## config.mk

```make
export PLATFORM = sky130hd
export DESIGN_NAME = kti_ctrl
export DESIGN_NICKNAME = d
export VERILOG_FILES = /design/src/kti_pkg.sv /design/src/kti_ctrl.sv
export SDC_FILE = /design/constraint.sdc
export NUM_CORES = 1
export LEC_CHECK = 0
export BUFFER_PORTS_ARGS = -buffer_cell sky130_fd_sc_hd__buf_2
export CORE_AREA = 2 2 39 41
export CTS_CLUSTER_SIZE = 16
export DETAILED_ROUTE_END_ITERATION = 10
export DIE_AREA = 0 0 41 43
export PLACE_DENSITY = 0.64
export SYNTH_ARGS = -nofsm -noshare
export SYNTH_HDL_FRONTEND = slang
export SYNTH_SLANG_ARGS = --single-unit
```

## constraint.sdc

```tcl
create_clock -name clk -period 3 [get_ports clk]
set_input_delay 0.15 -clock clk [delete_from_list [all_inputs] [get_ports clk]]
set_output_delay 0.15 -clock clk [all_outputs]
set_load 0.05 [all_outputs]
```

## src/kti_pkg.sv

```systemverilog
// ----------------------------------------------------------------------------
// Keyframe track interpolator package
// Shared widths, codes, state machine states and the control structures that
// pass between the controller and the datapath.
// ----------------------------------------------------------------------------
package kti_pkg;

	localparam int MAX_KEYS_DEF  = 256;
	localparam int FRAC_BITS_DEF = 16;

	localparam int ROW_W   = 16;
	localparam int VAL_W   = 32;
	localparam int QROW_W  = 32;
	localparam int DELTA_W = 15;
	localparam int KIND_W  = 3;
	localparam int CMD_W   = 2;
	localparam int STS_W   = 2;

	typedef enum logic [CMD_W-1:0] {
		CMD_CLEAR = 2'd0,
		CMD_LOAD  = 2'd1,
		CMD_QUERY = 2'd2,
		CMD_NONE  = 2'd3
	} cmd_code_t;

	typedef enum logic [STS_W-1:0] {
		STS_DONE    = 2'd0,
		STS_STORED  = 2'd1,
		STS_DROPPED = 2'd2
	} sts_code_t;

	typedef enum logic [KIND_W-1:0] {
		KIND_STEP   = 3'd0,
		KIND_LINEAR = 3'd1,
		KIND_SMOOTH = 3'd2,
		KIND_RAMP   = 3'd3
	} kind_code_t;

	typedef enum logic [3:0] {
		S_IDLE,
		S_EXEC,
		S_PROBE,
		S_CMP,
		S_PICK,
		S_F0,
		S_F1,
		S_CHK,
		S_DIV,
		S_MUL1,
		S_MUL2,
		S_MUL3,
		S_SUM,
		S_DONE
	} state_t;

	typedef struct packed {
		logic latch;
		logic exec;
		logic probe;
		logic step;
		logic pick;
		logic fetch0;
		logic fetch1;
		logic chk;
		logic div;
		logic mul1;
		logic mul2;
		logic mul3;
		logic sum;
		logic res_load;
	} ctl_cmd_t;

	typedef struct packed {
		logic is_query;
		logic count_zero;
		logic srch_done;
		logic edge_hit;
		logic need_math;
		logic div_last;
	} ctl_sts_t;

endpackage

```

## src/kti_ctrl.sv

```systemverilog
// ----------------------------------------------------------------------------
// Keyframe track interpolator controller
// Sequences each word through execution and, as a query needs, the binary
// search, key fetch, serial division, multiplies; owns the result valid flag.
// ----------------------------------------------------------------------------
module kti_ctrl (
	input  logic              clk,
	input  logic              arst_n,
	input  logic              in_valid,
	output logic              in_ready,
	output logic              out_valid,
	input  logic              out_ready,
	input  kti_pkg::ctl_sts_t sts,
	output kti_pkg::ctl_cmd_t cmd
);
	import kti_pkg::*;

	state_t state_q;
	state_t state_d;
	logic   out_valid_q;

	always_ff @(posedge clk or negedge arst_n) begin
		if (!arst_n) begin
			state_q     <= S_IDLE;
			out_valid_q <= 1'b0;
		end else begin
			state_q <= state_d;
			if (cmd.res_load) begin
				out_valid_q <= 1'b1;
			end else if (out_ready) begin
				out_valid_q <= 1'b0;
			end
		end
	end

	always_comb begin
		state_d  = state_q;
		cmd      = '0;
		in_ready = 1'b0;
		case (state_q)
			S_IDLE: begin
				in_ready = 1'b1;
				if (in_valid) begin
					cmd.latch = 1'b1;
					state_d   = S_EXEC;
				end
			end
			S_EXEC: begin
				cmd.exec = 1'b1;
				state_d  = (sts.is_query && !sts.count_zero) ? S_PROBE : S_DONE;
			end
			S_PROBE: begin
				cmd.probe = 1'b1;
				state_d   = S_CMP;
			end
			S_CMP: begin
				cmd.step = 1'b1;
				state_d  = sts.srch_done ? S_PICK : S_PROBE;
			end
			S_PICK: begin
				cmd.pick = 1'b1;
				state_d  = S_F0;
			end
			S_F0: begin
				cmd.fetch0 = 1'b1;
				state_d    = sts.edge_hit ? S_DONE : S_F1;
			end
			S_F1: begin
				cmd.fetch1 = 1'b1;
				state_d    = S_CHK;
			end
			S_CHK: begin
				cmd.chk = 1'b1;
				state_d = sts.need_math ? S_DIV : S_DONE;
			end
			S_DIV: begin
				cmd.div = 1'b1;
				state_d = sts.div_last ? S_MUL1 : S_DIV;
			end
			S_MUL1: begin
				cmd.mul1 = 1'b1;
				state_d  = S_MUL2;
			end
			S_MUL2: begin
				cmd.mul2 = 1'b1;
				state_d  = S_MUL3;
			end
			S_MUL3: begin
				cmd.mul3 = 1'b1;
				state_d  = S_SUM;
			end
			S_SUM: begin
				cmd.sum = 1'b1;
				state_d = S_DONE;
			end
			S_DONE: begin
				if (!out_valid_q || out_ready) begin
					cmd.res_load = 1'b1;
					state_d      = S_IDLE;
				end
			end
			default: begin
				state_d = S_IDLE;
			end
		endcase
	end

	assign out_valid = out_valid_q;

	a_accept_exec: assert property (@(posedge clk) disable iff (!arst_n)
		in_valid && in_ready |=> state_q == S_EXEC)
		else $error("accepted word did not enter execution");

	a_no_overwrite: assert property (@(posedge clk) disable iff (!arst_n)
		cmd.res_load |-> (!out_valid_q || out_ready))
		else $error("result register overwritten while still held");

	a_div_complete: assert property (@(posedge clk) disable iff (!arst_n)
		state_q == S_MUL1 |-> $past(state_q) == S_DIV && $past(sts.div_last))
		else $error("multiply started before the division finished");

endmodule

```

==> metrics.csv, run 1 <==
metric,value,unit
Hold Crit Start,out_ready,
combinational family with the most area after synthesis,simple AND/OR/NAND/NOR gates,
"most common cell after layout, fill and taps aside",buf_2,
CTS tree,done,
syn_nets,74,
Core Box Area,1380,um2
Max Cap Viol,0,
Vias/cell,5.21,
DRC violations left,0,
Initial Utilization,33.5,%
initial antenna violation count,0,
Final Non-Filler Cells,107,
"slowest stage cell, crit path",dfrtp_1,
post-synthesis adder-cell area fraction,0,%
worst r2r src,state_q[1]$_DFFE_PN0P_,
power share of the clock group,9.3,%
Hold Crit Class,in -> reg,
Area after DPL,573,um2
crit path max fanout,15,
layout cells sized above 1,37.4,%
final count of negative-setup-slack endpoints,0,
R2R setup slack,1.62,ns
combinational power share,67.6,%
pre-CTS setup slack,1.55,ns
worst skew pair latency,0.24,ns
WL final,1.16,mm
critical path's largest stage delay,0.52,ns
Num CTS Buffers,3,
final period utilization,56.9,%
Post-CTS Setup Bufs,0,
switching pwr,492,uW
placed cell count,102,
Clock Path Buffers,2,
hold depth,3,
Die Footprint,1760,um2
Hold EP,out_valid$_DFFE_PN0P_,
Worst slew margin,71.3,%
Final Hold Fails,0,
RSZ-0062 raised after global routing,no,
Setup crit start kind,flop,
Pint,309,uW
fmax,0.586,GHz
reg2reg path depth,4,
Die Y,43,um
Final ANT Viol Nets,0,
status,"finished, final reports clean",
YS warnings,0,
vias in the first global route,447,
H-tree levels,1,
Worst-path clk slew,0.04,ns
hold slack,0.201,ns
Seq cells post-synth,5,
global route overflow,0,
buffers added on ports,25,
WP data arrival,1.56,ns
post-route minimum period,1.71,ns
syn avg cell area,7.25,um2
cell count after synthesis,64,
Placer Congestion,0.896,
Die Width,41,um
Final HPWL DP,898,um
post-synth cell types,25,
post-synthesis cell area,464,um2
worst setup margin,1.29,ns
Worst Path Required,2.85,ns
largest net degree at the start of global routing,17,
setup TNS,0,ns
post-synthesis sequential area ratio,27.0,%
CTS resizes,0,
Reg2Reg Capture Point,state_q[0]$_DFFE_PN0P_,
All-Layer GR Usage,14.4,%
via count,557,
"commonest non-fill, non-tap cells in the layout","25 x buf_2, 12 x nor2_1, 7 x nand2_1",
Cell Rows,14,
Flop pwr share,23.1,%
WS Path Type,reg -> out,
final core occ,44.0,%
pwr/cell area,1310,nW/um2
n_diodes,0,
critical-path cell list,inv_1 -> nand4_1 -> nor2b_1 -> buf_2,
Sw Share,61.4,%
DRT iter0 DRCs,17,
Final Cell Area,609,um2
P_leak,0.328,nW
synthesis-to-finish area growth,31.3,%
Pre-antenna DRT Iters,4,
CTS Hold Bufs,1,
Critical Path Sink Type,output port,
drt wl/cell,10.9,um
io pins,26,
Tot Pwr,800,uW
compound-gate portion of the synthesized area,26.4,%
maximum vdd ir drop,0.000543,V
Fillers,149,
Clock Skews,0.00394,ns
simple-gate share of the synthesized area,35.6,%
Worst-Margin Slew,0.430,ns
mux share of post-synthesis cell area,0,%
Post-Synth XOR/XNOR Area,0,%
Final #Nets,102,
clock sinks,5,
Max Transition Viols Final,0,
Root Buffer,clkbuf_4,
first-pass GRT wire length,1.82,mm
==> registers in the layout, indices dropped and copies added, names as in the netlist <==
signal / cells
out_valid: 1
state_q: 4
==> power groups by stage <==
stage,sequential [mW],clock [mW],combinational [mW]
detailed placement,0.184,0,0.539
global placement,0.184,0,0.537
CTS,0.183,0.0782,0.541
finish,0.185,0.0741,0.541
floorplan,0.149,0,0.499
global route,0.197,0.0840,0.590
==> cell families after synthesis <==
family / count (synthesis)
and+or+nand+nor: 33
AOI/OAI and AO/OA: 19
DFF: 5
buffers and inverters: 7
==> critical path: cells and delay by family (launching register included) <==
family | cells | cell delay, ns
flops | 1 | 0.52
simple gates | 2 | 0.32
buf+inv | 2 | 0.48
==> how the worst max path moves through the flow <==
| stage | from | end | slack (ns) | depth (start not counted) |
|---|---|---|---|---|
| final | state_q[1]$_DFFE_PN0P_ | cmd[0] | 1.29 | 4 |
| after floorplan | state_q[3]$_DFFE_PN0P_ | cmd[9] | 1.09 | 3 |
| after global routing | state_q[1]$_DFFE_PN0P_ | cmd[0] | 1.15 | 4 |
| after detailed placement | state_q[1]$_DFFE_PN0P_ | cmd[0] | 1.55 | 4 |
| after global placement | state_q[1]$_DFFE_PN0P_ | cmd[0] | 1.58 | 4 |
| after CTS | state_q[1]$_DFFE_PN0P_ | cmd[0] | 1.30 | 4 |
==> Yosys cell counts <==
cell	number	area share, %
nand4_1	1	1.3
a21oi_1	2	2.2
buf_6	2	4.9
dfrtp_1	5	27
o21bai_1	1	1.6
a211oi_2	1	2.7
o22ai_1	3	4.0
nor2b_1	1	1.3
nand2b_1	2	2.7
or2_4	1	1.9
a211oi_1	2	3.2
o221ai_1	1	1.9
or2_2	1	1.3
nor2_1	12	9.7
nand2_1	7	5.7
clkbuf_8	1	3.0
and3_1	1	1.3
a31oi_1	4	5.4
or2b_2	1	1.9
o21ai_0	5	5.4
nand2b_2	1	1.9
nor3_1	3	3.2
and2b_2	1	1.9
inv_1	4	3.2
and2_1	1	1.3
==> final cells by class <==
type                    count  area [um2]  share of cell area, %
well taps                  16        20.0                   3.29
flip-flops and latches      5         125                   20.5
repair buffers             26         135                   22.2
clock buffers               4        26.3                   4.31
multi-input cells          52         288                   47.2
inverters                   4        15.0                   2.46
==> metal layers <==
layer  vias to the layer above  routed length (um)  track usage (%)
li1                        280                   -                -
met1                       256                 546             21.2
met2                        21                 563             19.1
met3                         0                  51             3.66
met4                         0                   0             6.67
met5                         -                   0                0
No activity file was read; power rests on OpenSTA's default activity.
==> inputs of run 2 (changes only) <==
==> constraint.sdc (replaced) <==
create_clock -name clk -period 1.77 [get_ports clk]
set_input_delay 0.0885 -clock clk [delete_from_list [all_inputs] [get_ports clk]]
set_output_delay 0.0885 -clock clk [all_outputs]
set_load 0.05 [all_outputs]
==> run 2 against run 1 <==
Routed wire length fell by 3.1%; setup slack worse by 1.1 ns; die area unchanged; combinational power up 70%; sequential share of layout area decreased by 0.17 points; critical endpoint unchanged; power grew 71%; critical path depth decreased by 1; count of clock-buffer cells in the layout did not move; largest power group unchanged; final area is 1.8% higher.
==> metrics.csv, run 2 (synthesized netlist as in run 1, its figures left out) <==
metric,value,unit
via count,540,
switching pwr,840,uW
WS Path Type,reg -> out,
Worst Path Required,1.68,ns
Worst-path clk slew,0.04,ns
Area after DPL,583,um2
fmax,0.629,GHz
P_leak,0.329,nW
max reg flops,4,
Final Cell Area,621,um2
final core occ,44.8,%
power share of the clock group,9.5,%
"most common cell after layout, fill and taps aside",buf_2,
WL final,1.13,mm
global route overflow,0,
Setup crit start kind,flop,
Pint,530,uW
Worst-Margin Slew,0.472,ns
"slowest stage cell, crit path",dfrtp_1,
Initial Utilization,33.5,%
status,"finished, final reports clean",
Final HPWL DP,877,um
RSZ-0062 raised after global routing,no,
Critical Path Sink Type,output port,
Clock Skews,0.00357,ns
drt wl/cell,10.5,um
Worst slew margin,68.6,%
Die Y,43,um
H-tree levels,1,
Pre-antenna DRT Iters,4,
initial antenna violation count,0,
largest net degree at the start of global routing,17,
crit path max fanout,16,
CTS tree,done,
pre-CTS setup slack,0.368,ns
Clock Path Buffers,2,
Post-CTS Setup Bufs,0,
placed cell count,102,
combinational power share,67.0,%
io pins,26,
Final Hold Fails,0,
first-pass GRT wire length,1.82,mm
setup TNS,0,ns
Hold Crit Class,in -> reg,
n_diodes,0,
layout cells sized above 1,40.7,%
final period utilization,89.8,%
DRT iter0 DRCs,9,
Tot Pwr,1.37,mW
Final Non-Filler Cells,107,
maximum vdd ir drop,0.000906,V
worst skew pair latency,0.24,ns
Root Buffer,clkbuf_4,
"commonest non-fill, non-tap cells in the layout","25 x buf_2, 12 x nor2_1, 7 x nand2_1",
Final ANT Viol Nets,0,
Max Cap Viol,0,
Num CTS Buffers,3,
Die Footprint,1760,um2
hold slack,0.127,ns
Flop pwr share,23.4,%
synthesis-to-finish area growth,33.7,%
All-Layer GR Usage,14.9,%
final count of negative-setup-slack endpoints,0,
Sw Share,61.3,%
Core Box Area,1380,um2
Placer Congestion,0.919,
vias in the first global route,445,
Final #Nets,102,
R2R setup slack,0.43,ns
Cell Rows,14,
buffers added on ports,25,
WP data arrival,1.50,ns
Largest Register,state_q,
DRC violations left,0,
worst setup margin,0.181,ns
Die Width,41,um
pwr/cell area,2210,nW/um2
clock sinks,5,
critical-path cell list,nand4_1 -> nor2b_1 -> buf_2,
Max Transition Viols Final,0,
Vias/cell,5.05,
critical path's largest stage delay,0.63,ns
post-route minimum period,1.59,ns
[run 2: cell count changes in the layout (fill, tap and decap cells not counted)]
cell,change
nor3_1,-2
nor3_2,+2
dfrtp_1,-1
dfrtp_2,+1
[run 2: final cells by class]
| cell class | instances | area (um2) |
|---|---|---|
| multi-input cells | 52 | 298 |
| repair buffers | 26 | 135 |
| fillers | 149 | 763 |
| clock buffers | 4 | 26.3 |
| inverters | 4 | 15.0 |
| flip-flops and latches | 5 | 126 |
| well taps | 16 | 20.0 |
[run 2: routing by layer]
metal	track usage, %	vias up	routed length, um
li1	-	279	-
met1	21.6	230	483
met2	19.1	29	529
met3	6.81	2	103
met4	5.33	0	10
met5	0	-	0
[run 2: critical path, delay by kind of cell (launching register included)]
kind,cells,cell delay (ns)
and+or+nand+nor,2,0.36
DFF,1,0.63
buffers and inverters,1,0.27
[run 2: final timing paths]
check	end	cells after the start	start
max	cmd[0]	3	state_q[0]$_DFFE_PN0P_
min	out_valid$_DFFE_PN0P_	3	out_ready
max reg2reg	state_q[0]$_DFFE_PN0P_	4	state_q[0]$_DFFE_PN0P_
min reg2reg	out_valid$_DFFE_PN0P_	2	out_valid$_DFFE_PN0P_
max in group asynchronous	state_q[1]$_DFFE_PN0P_	2	arst_n
min in group asynchronous	out_valid$_DFFE_PN0P_	2	arst_n
[run 2: timing repair]
item,in CTS,in global routing
endpoints found under the setup margin,0,1
gates resized for setup,0,1
hold buffers,1,0
endpoints found under the hold margin,5,0
[run 2: power groups by stage]
| stage | Combinational, mW | Clock, mW | Sequential (mW) |
|---|---|---|---|
| 6_report | 0.918 | 0.131 | 0.321 |
| 5_1_grt | 0.998 | 0.146 | 0.338 |
| 4_1_cts | 0.922 | 0.136 | 0.317 |
| 3_5_place_dp | 0.917 | 0 | 0.319 |
| 2_1_floorplan | 0.861 | 0 | 0.252 |
| 3_3_place_gp | 0.917 | 0 | 0.320 |
